File: config.mk
export PLATFORM = sky130hd
export DESIGN_NAME = three_level_priority_fifo_unit
export DESIGN_NICKNAME = d
export VERILOG_FILES = /design/src/rtl/tlpf_pkg.sv /design/src/rtl/three_level_priority_fifo_unit.sv /design/src/rtl/tlpf_ctrl.sv /design/src/rtl/tlpf_datapath.sv
export SDC_FILE = /design/constraint.sdc
export NUM_CORES = 2
export LEC_CHECK = 0
export BUFFER_PORTS_ARGS = -buffer_cell sky130_fd_sc_hd__buf_2
export CAP_MARGIN = 30
export CORE_MARGIN = 4
export CORE_UTILIZATION = 40
export CTS_CLUSTER_SIZE = 8
export DETAILED_ROUTE_END_ITERATION = 12
export SETUP_SLACK_MARGIN = 0.15
export SLEW_MARGIN = 20
export SYNTH_ARGS = -nofsm -noshare
export SYNTH_HDL_FRONTEND = slang
export SYNTH_SLANG_ARGS = --single-unit
export TNS_END_PERCENT = 10
File: constraint.sdc
create_clock -name clk_i -period 15 [get_ports clk_i]
set_input_delay 3 -clock clk_i [delete_from_list [all_inputs] [get_ports clk_i]]
set_output_delay 3 -clock clk_i [all_outputs]
set_load 0.01 [all_outputs]
File: src/rtl/tlpf_pkg.sv
// ----------------------------------------------------------------------------
// tlpf_pkg
// Shared constants, codes and types of the three-level priority FIFO.
// ----------------------------------------------------------------------------
package tlpf_pkg;

  localparam int ClassDepth = 16;
  localparam int DataWidth  = 32;
  localparam int PrioCount  = 3;

  localparam int AddrW  = (ClassDepth > 1) ? $clog2(ClassDepth) : 1;
  localparam int FillW  = $clog2(ClassDepth + 1);
  localparam int TotW   = $clog2(PrioCount * ClassDepth + 1);

  localparam int ModeW     = 2;
  localparam int PrioW     = 3;
  localparam int PosW      = 6;
  localparam int StatusW   = 3;
  localparam int ClassW    = 2;
  localparam int CountW    = 5;
  localparam int TotalW    = 6;
  localparam int PortDataW = 32;

  localparam int CmpW = (TotW > PosW) ? TotW : PosW;

  localparam logic [ModeW-1:0] ModePush  = 2'd0;
  localparam logic [ModeW-1:0] ModePop   = 2'd1;
  localparam logic [ModeW-1:0] ModeFront = 2'd2;
  localparam logic [ModeW-1:0] ModeIndex = 2'd3;

  localparam logic [StatusW-1:0] StOk       = 3'd0;
  localparam logic [StatusW-1:0] StBadPrio  = 3'd1;
  localparam logic [StatusW-1:0] StEmpty    = 3'd2;
  localparam logic [StatusW-1:0] StBadIndex = 3'd3;
  localparam logic [StatusW-1:0] StFull     = 3'd4;

  localparam logic [ClassW-1:0] ClassNone = 2'd0;
  localparam logic [ClassW-1:0] ClassHigh = 2'd1;
  localparam logic [ClassW-1:0] ClassMed  = 2'd2;
  localparam logic [ClassW-1:0] ClassLow  = 2'd3;

  localparam logic [ClassW-1:0] IdxHigh = 2'd0;
  localparam logic [ClassW-1:0] IdxMed  = 2'd1;
  localparam logic [ClassW-1:0] IdxLow  = 2'd2;

  typedef struct packed {
    logic capture;
    logic exec;
    logic load;
  } cmd_t;

  typedef struct packed {
    logic out_hold;
  } sts_t;

endpackage

File: src/rtl/three_level_priority_fifo_unit.sv
// ----------------------------------------------------------------------------
// three_level_priority_fifo_unit
// Strict priority queue of data words in three FIFO classes.
// ----------------------------------------------------------------------------
// Each operation (push, pop, read front, read at position) passes in order
// from the input transfer through capture, class store access with pointer
// update, and loading of the result into the output register. The store's
// registered read port keeps the access and the load apart. The load waits
// while a stalled result still sits in the output register. A new operation
// is accepted as soon as the previous result is loaded, even while that
// result still waits for its transfer, but not before.
module three_level_priority_fifo_unit (
  input  logic                           clk_i,
  input  logic                           rst_ni,
  input  logic                           in_valid_i,
  output logic                           in_stall_o,
  input  logic [tlpf_pkg::ModeW-1:0]     mode_i,
  input  logic [tlpf_pkg::PrioW-1:0]     prio_class_i,
  input  logic [tlpf_pkg::PortDataW-1:0] push_data_i,
  input  logic [tlpf_pkg::PosW-1:0]      position_i,
  output logic                           out_valid_o,
  input  logic                           out_stall_i,
  output logic [tlpf_pkg::StatusW-1:0]   status_o,
  output logic [tlpf_pkg::PortDataW-1:0] read_data_o,
  output logic [tlpf_pkg::ClassW-1:0]    read_class_o,
  output logic [tlpf_pkg::TotalW-1:0]    total_count_o,
  output logic [tlpf_pkg::CountW-1:0]    high_count_o,
  output logic [tlpf_pkg::CountW-1:0]    medium_count_o,
  output logic [tlpf_pkg::CountW-1:0]    low_count_o
);

  tlpf_pkg::cmd_t cmd;
  tlpf_pkg::sts_t sts;

  tlpf_ctrl u_ctrl (
    .clk_i      (clk_i),
    .rst_ni     (rst_ni),
    .in_valid_i (in_valid_i),
    .in_stall_o (in_stall_o),
    .sts_i      (sts),
    .cmd_o      (cmd)
  );

  tlpf_datapath u_datapath (
    .clk_i          (clk_i),
    .rst_ni         (rst_ni),
    .cmd_i          (cmd),
    .sts_o          (sts),
    .mode_i         (mode_i),
    .prio_class_i   (prio_class_i),
    .push_data_i    (push_data_i),
    .position_i     (position_i),
    .out_valid_o    (out_valid_o),
    .out_stall_i    (out_stall_i),
    .status_o       (status_o),
    .read_data_o    (read_data_o),
    .read_class_o   (read_class_o),
    .total_count_o  (total_count_o),
    .high_count_o   (high_count_o),
    .medium_count_o (medium_count_o),
    .low_count_o    (low_count_o)
  );

endmodule

File: src/rtl/tlpf_ctrl.sv
// ----------------------------------------------------------------------------
// tlpf_ctrl
// Sequencer: takes an operation, runs it through the datapath, hands the
// result to the output register.
// ----------------------------------------------------------------------------
module tlpf_ctrl (
  input  logic          clk_i,
  input  logic          rst_ni,
  input  logic          in_valid_i,
  output logic          in_stall_o,
  input  tlpf_pkg::sts_t sts_i,
  output tlpf_pkg::cmd_t cmd_o
);

  localparam logic [1:0] StIdle = 2'd0;
  localparam logic [1:0] StExec = 2'd1;
  localparam logic [1:0] StResp = 2'd2;

  logic [1:0] state_q, state_d;

  always_comb begin
    state_d     = state_q;
    cmd_o       = '0;
    case (state_q)
      StIdle: begin
        if (in_valid_i) begin
          cmd_o.capture = 1'b1;
          state_d       = StExec;
        end
      end
      StExec: begin
        cmd_o.exec = 1'b1;
        state_d    = StResp;
      end
      StResp: begin
        if (!sts_i.out_hold) begin
          cmd_o.load = 1'b1;
          state_d    = StIdle;
        end
      end
      default: begin
        state_d = StIdle;
      end
    endcase
  end

  assign in_stall_o = (state_q != StIdle);

  always_ff @(posedge clk_i or negedge rst_ni) begin
    if (!rst_ni) begin
      state_q <= StIdle;
    end else begin
      state_q <= state_d;
    end
  end

endmodule

File: src/rtl/tlpf_datapath.sv
// ----------------------------------------------------------------------------
// tlpf_datapath
// Class stores, head pointers, fill counts, position decode and output
// register of the three-level priority FIFO.
// ----------------------------------------------------------------------------
module tlpf_datapath (
  input  logic                             clk_i,
  input  logic                             rst_ni,
  input  tlpf_pkg::cmd_t                   cmd_i,
  output tlpf_pkg::sts_t                   sts_o,
  input  logic [tlpf_pkg::ModeW-1:0]       mode_i,
  input  logic [tlpf_pkg::PrioW-1:0]       prio_class_i,
  input  logic [tlpf_pkg::PortDataW-1:0]   push_data_i,
  input  logic [tlpf_pkg::PosW-1:0]        position_i,
  output logic                             out_valid_o,
  input  logic                             out_stall_i,
  output logic [tlpf_pkg::StatusW-1:0]     status_o,
  output logic [tlpf_pkg::PortDataW-1:0]   read_data_o,
  output logic [tlpf_pkg::ClassW-1:0]      read_class_o,
  output logic [tlpf_pkg::TotalW-1:0]      total_count_o,
  output logic [tlpf_pkg::CountW-1:0]      high_count_o,
  output logic [tlpf_pkg::CountW-1:0]      medium_count_o,
  output logic [tlpf_pkg::CountW-1:0]      low_count_o
);

  // operation register
  logic [tlpf_pkg::ModeW-1:0]     mode_q;
  logic [tlpf_pkg::PrioW-1:0]     prio_q;
  logic [tlpf_pkg::DataWidth-1:0] data_q;
  logic [tlpf_pkg::PosW-1:0]      pos_q;

  always_ff @(posedge clk_i) begin
    if (cmd_i.capture) begin
      mode_q <= mode_i;
      prio_q <= prio_class_i;
      data_q <= tlpf_pkg::DataWidth'(push_data_i);
      pos_q  <= position_i;
    end
  end

  // per-class pointers and counts
  logic [tlpf_pkg::AddrW-1:0] head_q [tlpf_pkg::PrioCount];
  logic [tlpf_pkg::FillW-1:0] fill_q [tlpf_pkg::PrioCount];

  // decode
  logic [tlpf_pkg::CmpW-1:0]    pos_w, hf_w, hm_w, tot_w;
  logic [tlpf_pkg::StatusW-1:0] ex_status;
  logic [tlpf_pkg::ClassW-1:0]  ex_class;
  logic [tlpf_pkg::ClassW-1:0]  sel;
  logic [tlpf_pkg::ClassW-1:0]  front;
  logic [tlpf_pkg::AddrW-1:0]   off;
  logic                         do_wr;
  logic                         do_pop;
  logic [tlpf_pkg::AddrW:0]     slot_sum;
  logic [tlpf_pkg::AddrW-1:0]   slot;

  always_comb begin
    pos_w = tlpf_pkg::CmpW'(pos_q);
    hf_w  = tlpf_pkg::CmpW'(fill_q[tlpf_pkg::IdxHigh]);
    hm_w  = hf_w + tlpf_pkg::CmpW'(fill_q[tlpf_pkg::IdxMed]);
    tot_w = hm_w + tlpf_pkg::CmpW'(fill_q[tlpf_pkg::IdxLow]);

    if (fill_q[tlpf_pkg::IdxHigh] != '0) begin
      front = tlpf_pkg::IdxHigh;
    end else if (fill_q[tlpf_pkg::IdxMed] != '0) begin
      front = tlpf_pkg::IdxMed;
    end else begin
      front = tlpf_pkg::IdxLow;
    end

    ex_status = tlpf_pkg::StOk;
    ex_class  = tlpf_pkg::ClassNone;
    sel       = tlpf_pkg::IdxHigh;
    off       = '0;
    do_wr     = 1'b0;
    do_pop    = 1'b0;

    case (mode_q)
      tlpf_pkg::ModePush: begin
        if (prio_q < tlpf_pkg::PrioW'(tlpf_pkg::ClassHigh) ||
            prio_q > tlpf_pkg::PrioW'(tlpf_pkg::PrioCount)) begin
          ex_status = tlpf_pkg::StBadPrio;
        end else begin
          sel = tlpf_pkg::ClassW'(prio_q) - 2'd1;
          if (fill_q[sel] == tlpf_pkg::FillW'(tlpf_pkg::ClassDepth)) begin
            ex_status = tlpf_pkg::StFull;
          end else begin
            off   = tlpf_pkg::AddrW'(fill_q[sel]);
            do_wr = 1'b1;
          end
        end
      end
      tlpf_pkg::ModePop, tlpf_pkg::ModeFront: begin
        if (tot_w == '0) begin
          ex_status = tlpf_pkg::StEmpty;
        end else begin
          sel      = front;
          ex_class = front + 2'd1;
          do_pop   = (mode_q == tlpf_pkg::ModePop);
        end
      end
      default: begin
        if (pos_w >= tot_w) begin
          ex_status = tlpf_pkg::StBadIndex;
        end else if (pos_w < hf_w) begin
          sel      = tlpf_pkg::IdxHigh;
          ex_class = tlpf_pkg::ClassHigh;
          off      = tlpf_pkg::AddrW'(pos_w);
        end else if (pos_w < hm_w) begin
          sel      = tlpf_pkg::IdxMed;
          ex_class = tlpf_pkg::ClassMed;
          off      = tlpf_pkg::AddrW'(pos_w - hf_w);
        end else begin
          sel      = tlpf_pkg::IdxLow;
          ex_class = tlpf_pkg::ClassLow;
          off      = tlpf_pkg::AddrW'(pos_w - hm_w);
        end
      end
    endcase

    slot_sum = (tlpf_pkg::AddrW + 1)'(head_q[sel]) + (tlpf_pkg::AddrW + 1)'(off);
    if (slot_sum >= (tlpf_pkg::AddrW + 1)'(tlpf_pkg::ClassDepth)) begin
      slot = tlpf_pkg::AddrW'(slot_sum - (tlpf_pkg::AddrW + 1)'(tlpf_pkg::ClassDepth));
    end else begin
      slot = tlpf_pkg::AddrW'(slot_sum);
    end
  end

  // class stores and pointers
  logic [tlpf_pkg::DataWidth-1:0] rdata_q [tlpf_pkg::PrioCount];

  for (genvar c = 0; c < tlpf_pkg::PrioCount; c++) begin : g_class
    logic [tlpf_pkg::DataWidth-1:0] mem [tlpf_pkg::ClassDepth];
    logic                           hit;

    assign hit = (sel == tlpf_pkg::ClassW'(c));

    always_ff @(posedge clk_i) begin
      if (cmd_i.exec && do_wr && hit) begin
        mem[slot] <= data_q;
      end
      if (cmd_i.exec) begin
        rdata_q[c] <= mem[slot];
      end
    end

    always_ff @(posedge clk_i or negedge rst_ni) begin
      if (!rst_ni) begin
        head_q[c] <= '0;
        fill_q[c] <= '0;
      end else if (cmd_i.exec && hit) begin
        if (do_wr) begin
          fill_q[c] <= fill_q[c] + 1'b1;
        end else if (do_pop) begin
          fill_q[c] <= fill_q[c] - 1'b1;
          if (head_q[c] == tlpf_pkg::AddrW'(tlpf_pkg::ClassDepth - 1)) begin
            head_q[c] <= '0;
          end else begin
            head_q[c] <= head_q[c] + 1'b1;
          end
        end
      end
    end
  end

  // pending result
  logic [tlpf_pkg::StatusW-1:0] res_status_q;
  logic [tlpf_pkg::ClassW-1:0]  res_class_q;

  always_ff @(posedge clk_i) begin
    if (cmd_i.exec) begin
      res_status_q <= ex_status;
      res_class_q  <= ex_class;
    end
  end

  // output register
  logic                           out_valid_q, out_valid_d;
  logic [tlpf_pkg::StatusW-1:0]   status_q;
  logic [tlpf_pkg::PortDataW-1:0] read_data_q;
  logic [tlpf_pkg::ClassW-1:0]    read_class_q;
  logic [tlpf_pkg::TotalW-1:0]    total_q;
  logic [tlpf_pkg::CountW-1:0]    high_q, med_q, low_q;
  logic [tlpf_pkg::PortDataW-1:0] res_data;

  always_comb begin
    if (res_class_q == tlpf_pkg::ClassNone) begin
      res_data = '0;
    end else begin
      res_data = tlpf_pkg::PortDataW'(rdata_q[res_class_q - 2'd1]);
    end

    if (cmd_i.load) begin
      out_valid_d = 1'b1;
    end else if (!out_stall_i) begin
      out_valid_d = 1'b0;
    end else begin
      out_valid_d = out_valid_q;
    end
  end

  always_ff @(posedge clk_i) begin
    if (cmd_i.load) begin
      status_q     <= res_status_q;
      read_data_q  <= res_data;
      read_class_q <= res_class_q;
      total_q      <= tlpf_pkg::TotalW'(tot_w);
      high_q       <= tlpf_pkg::CountW'(fill_q[tlpf_pkg::IdxHigh]);
      med_q        <= tlpf_pkg::CountW'(fill_q[tlpf_pkg::IdxMed]);
      low_q        <= tlpf_pkg::CountW'(fill_q[tlpf_pkg::IdxLow]);
    end
  end

  always_ff @(posedge clk_i or negedge rst_ni) begin
    if (!rst_ni) begin
      out_valid_q <= 1'b0;
    end else begin
      out_valid_q <= out_valid_d;
    end
  end

  assign sts_o.out_hold = out_valid_q && out_stall_i;

  assign out_valid_o    = out_valid_q;
  assign status_o       = status_q;
  assign read_data_o    = read_data_q;
  assign read_class_o   = read_class_q;
  assign total_count_o  = total_q;
  assign high_count_o   = high_q;
  assign medium_count_o = med_q;
  assign low_count_o    = low_q;

endmodule

# Word level (Yosys, flattened, before mapping)
# Memories as Yosys holds them, arrays and structs flattened. A register that Yosys moved wholly into a read port is not among the register bits.
# Cells that the tools add are included.
word_totals:
  register_bits: 104
  ram_bits: 1632
  out_inout_bits: 60
  word_cells: 155
  memories: 4
memory_table:
  columns: ["name", "words", "word_bits", "read_ports", "rd_clocked_by_memory_dff", "wr", "line", "source"]
  rows:
  - ["u_datapath.g_class[0].mem", 16, 32, 1, 0, 1, "tlpf_datapath.sv:133", "logic [tlpf_pkg::DataWidth-1:0] mem [tlpf_pkg::ClassDepth];"]
  - ["u_datapath.g_class[1].mem", 16, 32, 1, 0, 1, "tlpf_datapath.sv:133", null]
  - ["u_datapath.g_class[2].mem", 16, 32, 1, 0, 1, "tlpf_datapath.sv:133", null]
  - ["u_datapath.rdata_q", 3, 32, 1, 1, 3, "tlpf_datapath.sv:130", "logic [tlpf_pkg::DataWidth-1:0] rdata_q [tlpf_pkg::PrioCount];"]
classes:
  add_sub_neg: 18
  order_cmp: 8
  n_eq_ne: 13
  n_mux: 63
  bitwise: 3
  n_reduce_logical: 26
ops:
  columns: ["op", "count"]
  rows:
  - ["2-to-1 mux 4 bit", 11]
  - ["2-to-1 mux 5 bit", 8]
  - ["2-to-1 mux 2 bit", 14]
  - ["2-to-1 mux 1 bit", 21]
  - ["adder 5 x 1 -> 5 bit, second input constant", 3]
  - ["subtractor 5 x 1 -> 5 bit, second input constant", 3]
  - ["adder 4 x 1 -> 4 bit, second input constant", 3]
  - ["== test 4 bit, second input constant", 3]
  - ["binary-select mux 5 bit (select 2 bit)", 1]
  - ["nonzero test 5 bit", 2]
  - ["AND reduction 3 bit", 3]
  - ["binary-select mux 4 bit (select 2 bit)", 1]
  - ["logical AND 1 bit", 8]
  - ["logical NOT 2 bit", 4]
  - ["case mux 2 bit (2 select lines)", 2]
  - ["case mux 4 bit (2 select lines)", 1]
  - ["AND reduction 2 bit", 4]
  - ["subtractor 4 bit", 2]
  - ["adder 5 x 5 -> 6 bit", 1]
  - ["adder 6 x 5 -> 6 bit", 1]
  - ["== test 2 x 1 -> 1 bit, second input constant", 3]
  - ["== test 2 bit, second input constant", 3]
  - [">= comparator 3 bit, second input constant", 2]
  - [">= comparator 6 bit", 1]
  - ["21 further kinds", 26]

# Longest topological paths before layout
# An unclocked memory read counts as a cell.
logic_depth:
  word_depth: 14
  ltp_mapped: 32

# Cells and area by module
# From an unflattened synthesis, not the netlist that was laid out.
hier_totals:
  hier_cells: 3403
  hier_area_um2: 68572.0
by_module_without_submodules:
  columns: ["mod", "instances", "cells_each", "area_per_inst_um2", "seq_area_each_um2"]
  rows:
  - ["tlpf_datapath", 1, 3392, 68469.4, 52890.7]
  - ["tlpf_ctrl", 1, 11, 102.6, 50.0]

# Least setup slack after synthesis
# Ideal clock, no wire load.
synth_path:
  path_kind: "reg2reg"
  from: "reg u_datapath.fill_q[10] (netlist name)"
  to: "mem u_datapath.g_class[0].mem[4][0] (netlist name) (enable)"
  arrival_time_ns: 8.368
  t_required_ns: 14.539
  path_slack_ns: 6.171
  stages_incl_launch_ff: 28
  path_buffers: 2
  path_cell_list: "dfrtp_1 -> ha_1 -> fa_1 -> a21o_1 -> a21oi_1 -> xnor2_1 -> inv_1 -> ha_1 -> and3_1 -> a211o_1 -> a21oi_1 -> mux2_2 -> ha_1 -> inv_1 -> fa_1 -> mux2i_1 -> o22ai_1 -> ha_1 -> a21o_1 -> a21o_1 -> or3_1 -> mux2i_1 -> nor4_1 -> or3_4 -> and2_1 -> clkbuf_1 -> buf_2 -> nor3_1"
synth_via:
  elab_chain_cells: 13
  word_cells_on_any_way: 41
  classes_between: "add/sub (6); order compare (4); eq/ne (1); mux (24); bitwise (1); reduce/logical (5)"
synth_rtl:
  columns: ["item", "line", "source"]
  rows:
  - ["start, declared", "tlpf_datapath.sv:43", "logic [tlpf_pkg::FillW-1:0] fill_q [tlpf_pkg::PrioCount];"]
  - ["start signal, assigned by index", "tlpf_datapath.sv:153", "fill_q[c] <= fill_q[c] + 1'b1;"]
  - ["start signal, assigned by index", "tlpf_datapath.sv:155", "fill_q[c] <= fill_q[c] - 1'b1;"]
  - ["parallel branches: the longest is 13 deep, another holds adder 5 x 5 -> 6 bit", null, null]
  - ["end, declared", "tlpf_datapath.sv:133", null]
# Several ways; the timed one is not identified. The select of a mux whose other input is x is not followed.

# Final worst setup path
layout_path:
  from: "reg u_datapath.fill_q[10] (netlist name)"
  to: "mem u_datapath.g_class[0].mem[15][14] (netlist name) (enable)"
layout_via:
  word_cells_on_any_way: 41
  classes_between: "add/sub (6); order compare (4); eq/ne (1); mux (24); bitwise (1); reduce/logical (5)"
layout_lines:
  columns: ["item", "line", "source"]
  rows:
  - ["adder 5 x 5 -> 6 bit (*)", "tlpf_datapath.sv:60", "hm_w = hf_w + tlpf_pkg::CmpW'(fill_q[tlpf_pkg::IdxMed]);"]
  - ["adder 6 x 5 -> 6 bit (*)", "tlpf_datapath.sv:61", "tot_w = hm_w + tlpf_pkg::CmpW'(fill_q[tlpf_pkg::IdxLow]);"]
  - ["via u_datapath.tot_w (one bit)", "tlpf_datapath.sv:46", "logic [tlpf_pkg::CmpW-1:0] pos_w, hf_w, hm_w, tot_w;"]
  - [">= comparator 6 bit / logical NOT 6 bit (equally long branches)", "tlpf_datapath.sv:103, tlpf_datapath.sv:94", null]
  - ["2-to-1 mux 2 bit (on tied branches)", "tlpf_datapath.sv:103, tlpf_datapath.sv:94", null]
  - ["case mux 2 bit (2 select lines)", "tlpf_datapath.sv:78", "case (mode_q)"]
  - ["inverter 2 -> 3 bit (implied by the code)", "tlpf_datapath.sv:121", "slot_sum = (tlpf_pkg::AddrW + 1)'(head_q[sel]) + (tlpf_pkg::AddrW + 1)'(off);"]
  - ["binary-select mux 4 bit (select 2 bit)", "tlpf_datapath.sv:121", null]
  - ["2-to-1 mux 4 bit (implied by the code) (2 in series)", "tlpf_datapath.sv:121", null]
  - ["adder 4 x 4 -> 5 bit", "tlpf_datapath.sv:121", null]
  - ["subtractor 4 x 1 -> 4 bit / >= comparator 5 bit (equally long branches)", "tlpf_datapath.sv:123, tlpf_datapath.sv:122", null]
  - ["2-to-1 mux 4 bit", "tlpf_datapath.sv:122", "if (slot_sum >= (tlpf_pkg::AddrW + 1)'(tlpf_pkg::ClassDepth)) begin"]
# Mark *: on every way through the listed nets, which the timed path passes. The rest lies on a longest branch. The select of a mux whose other input is x is not followed.

==> summary.md <==
| Metric | Value |
|---|---|
| Number of H-tree levels | 4 |
| Cts hold-fix bufs | 0 |
| Residual DRC | 0 |
| Grt ovf | 0 |
| HP Class | register to register |
| Width of the die | 425 um |
| CP max stage delay | between 0.8 and 0.9 ns |
| Crit share post-route | roughly two thirds |
| Detailed placement HPWL | between 90 and 100 mm |
| Clock-pin slew on the worst setup and hold paths | around 0.05 ns |
| Vias per cell | between 5 and 6 |
| Register area | 0.0529 mm2 |
| Clk root buf | clkbuf_16 |
| Crit path required time | about 15 ns |
| Max-slew headroom | between 30% and 40% |
| Avg Cell Area, Syn | a little over 20 um2 |
| Clock Path Buffers | 3 |
| Non-filler cells in the finished layout | about 6,100 |
| DRT Pass-1 Iters | 7 |
| Worst path arrival time | 10.49 ns |
| CORE AREA | 0.172 mm2 |
| Crit Path Max Fanout | 76 |
| Largest net degree at the start of global routing | ~150 |
| Clock power frac | ~27% |
| Ranking of synthesized cells by area | edfxtp_1 75%, mux4_2 12%, nand2_1 1.8% |
| Die Footprint | 0.181 mm2 |
| Fillers | around 14,000 |
| Routed length per instance | 28.6 um |
| Worst path slowest cell | nor3_4 |
| Syn. warnings | 0 |
| DRT iter0 DRCs | between 3,000 and 4,000 |
| Outcome | completed |
| GRT Overall Usage | between 10% and 20% |
| Post-Synthesis Cells | 3,436 |
| Share of async-settable or async-resettable flops after synthesis | under 10% |
| Switching share of power | between 30% and 40% |
| Cts bufs inserted | 239 |
| Post-synth top area share | 74.9% |
| Hold Path End | u_datapath.status_o[0]$_DFFE_PP_ |
| Hold path depth | 0 |
| Maximum VDD drop | about 0.00027 V |
| Tightest Pin Transition | slightly above 1 ns |
| Commonest non-fill, non-tap cell in the layout | edfxtp_1 |
| Synth unique cells | between 50 and 60 |
| Initial antenna violation count | 3 |
| FF-to-FF setup slack | 5.00 ns |
| Largest area contributor in the netlist | edfxtp_1 |
| Synthesized area | a little under 0.07 mm2 |
| Seq pwr share | ~36% |
| Nets | around 3,800 |
| Sink Count | about 1,800 |
| Critical hold path startpoint | u_datapath.res_status_q[0]$_DFFE_PN_ |
| Worst Reg-to-Reg Cells | 31 |
| CTS tree | built |
| # rows | approximately 150 |
| Commonest cells after routing, fill and taps aside | 1,738 x edfxtp_1, 384 x mux4_2, 325 x nand2_1, 241 x clkbuf_16, 116 x buf_4 |
| Via count | ~35,000 |
| Ys flop type | edfxtp_1 |
| Layout cells sized above 1 | between 20% and 30% |
| Vias in the first global route | between 30,000 and 40,000 |
| Leakage power | about 26 nW |
| Minimum clock period | approximately 10 ns |
| CP Launch Point | u_datapath.fill_q[10]$_DFFE_PN0P_ |
| Number of buffers added on ports | 106 |
| Setup crit end kind | register |
| First-pass GRT wire length | 252 mm |
| Placed cells | 5,773 |
| GPL Wtd Cong | 0.794 |
| P_int | about 12 mW |
| Max Fclk | between 0.1 and 0.15 GHz |
| Setup Skew | around 0.045 ns |
| Final ANT Viol Nets | 0 |
| RSZ-0062 raised after global routing | false |
| Reg-to-reg endpoint | u_datapath.g_class[0].mem[15][14]$_DFFE_PP_ |
| Initial Utilization | between 40% and 50% |
| Switching pwr | around 5.6 mW |
| Cts repair resizes | 0 |
| Area of the multi-input gates | ~0.016 mm2 |
| Final setup violation count | 0 |
| Post-synth net total | ~3,500 |
| Final WL | roughly 170 mm |
| Slew Viols, Final | 0 |
| WS Path Type | register to register |
| Pwr dens | approximately 210 mW/mm2 |
| Setup_tns | 0 ns |
| Die Y | roughly 430 um |
| Post CTS Setup Buffer Count | 0 |
| Final hold violation count | 0 |
| Gate power share | a little under two fifths |
| Post-synth EDFFs | 1,738 |
| Sequential element share of the synthesized area | about three quarters |
| Num ports | between 100 and 150 |
| RR Startpoint | u_datapath.fill_q[10]$_DFFE_PN0P_ |
| Synthesis-to-finish area growth | 15.0% |
| Yosys reg bits | between 1,500 and 2,000 |
| Crit start category | register |
| Max cap viols | 0 |
| Clock latency on the worst-skew pair | 0.84 ns |
[worst max-delay path by stage]
stage / cells after the start / endpoint / slack [ns]
final: 31 / u_datapath.g_class[0].mem[15][14]$_DFFE_PP_ / 5.00
after global routing: 28 / u_datapath.g_class[0].mem[14][14]$_DFFE_PP_ / 4.55
after CTS: 29 / u_datapath.g_class[0].mem[15][14]$_DFFE_PP_ / 5.03
after detailed placement: 29 / u_datapath.g_class[0].mem[15][1]$_DFFE_PP_ / 5.02
after global placement: 28 / u_datapath.g_class[2].mem[13][16]$_DFFE_PP_ / 4.95
after floorplan: 27 / u_datapath.g_class[0].mem[4][0]$_DFFE_PP_ / 6.17
[Yosys cell counts, types with 5 or more instances]
cell type / number
a21oi_1: 25
nor2b_1: 6
o211ai_2: 54
fa_1: 7
mux4_2: 384
xnor2_1: 16
xor2_1: 12
a211oi_1: 35
buf_2: 28
and3_1: 5
clkbuf_1: 135
ha_1: 48
nor4_1: 7
dfrtp_1: 30
a22o_1: 97
nand2_1: 325
nand2b_1: 8
o211ai_1: 42
mux2_2: 16
o21ai_0: 22
a21o_1: 16
mux2i_1: 41
edfxtp_1: 1738
nand3_1: 9
nor3_2: 20
nor3_1: 33
a31oi_1: 6
buf_1: 36
nand4_1: 101
inv_1: 27
buf_6: 12
nor2_1: 52
[cell type report]
type	count	share of cell area [%]
diodes	1	0.00312
clock buffers	260	7.62
clock inverters	14	0.306
inverters	27	0.133
multi-input cells	1430	20.0
flip-flops and latches	1768	66.1
well taps	2310	3.61
repair buffers	241	2.20
[power groups by stage]
stage	combinational, mW	clock, mW	sequential, mW
6_report	6.36	4.71	6.12
3_3_place_gp	6.40	0	6.20
3_5_place_dp	6.46	0	6.20
2_1_floorplan	4.46	0	6.21
4_1_cts	6.48	4.81	6.11
5_1_grt	6.85	5.04	6.13
[critical path: cells and delay by family (launching register included)]
family | cells | cell delay, ns
XOR/XNOR | 1 | 0.28
flip-flops | 1 | 0.49
AO/OA/AOI/OAI | 9 | 1.74
adder cells (fa/ha/maj) | 5 | 1.80
multiplexers | 1 | 0.29
buffers and inverters | 5 | 1.42
AND/OR/NAND/NOR | 10 | 3.45
[per-layer routing]
metal  GRT usage, %  wire length (um)
met3           3.45             12900
met1           27.2             72600
met2           30.4             83900
met4           4.74              3470
met5              0                 0
[state kept, by name (all words and copies together) (netlist names), 3 cells and up]
name / count
u_datapath.high_count_o: 5
u_datapath.read_data_o: 32
u_datapath.g_class.mem: 1536
u_datapath.prio_q: 3
u_datapath.data_q: 32
u_datapath.status_o: 3
u_datapath.fill_q: 15
u_datapath.rdata_q: 96
u_datapath.medium_count_o: 5
u_datapath.total_count_o: 6
u_datapath.head_q: 12
u_datapath.pos_q: 6
u_datapath.low_count_o: 5
u_datapath.res_status_q: 3
[cell families after synthesis]
family	after synthesis	synth area share [%]
mux	441	13.3
flops	1768	76.0
xor+xnor	28	0.352
buf+inv	238	1.46
fa+ha+maj	55	1.06
simple gates	584	3.97
compound gates	322	3.87
[stage by stage]
step	instance area [um2]	worst slack [ns]	power, mW	hold slack (ns)	utilization (%)
floorplan	69600	6.17	10.7	0.400	-
global placement	73500	4.95	12.6	0.413	42.6
detailed placement	73700	5.02	12.7	0.415	42.8
CTS	80000	5.03	17.4	0.428	46.5
global route	80100	4.55	18.0	0.438	46.5
finish	80100	5.00	17.2	0.425	46.5
Note: power is estimated with default switching activity, not from simulation.
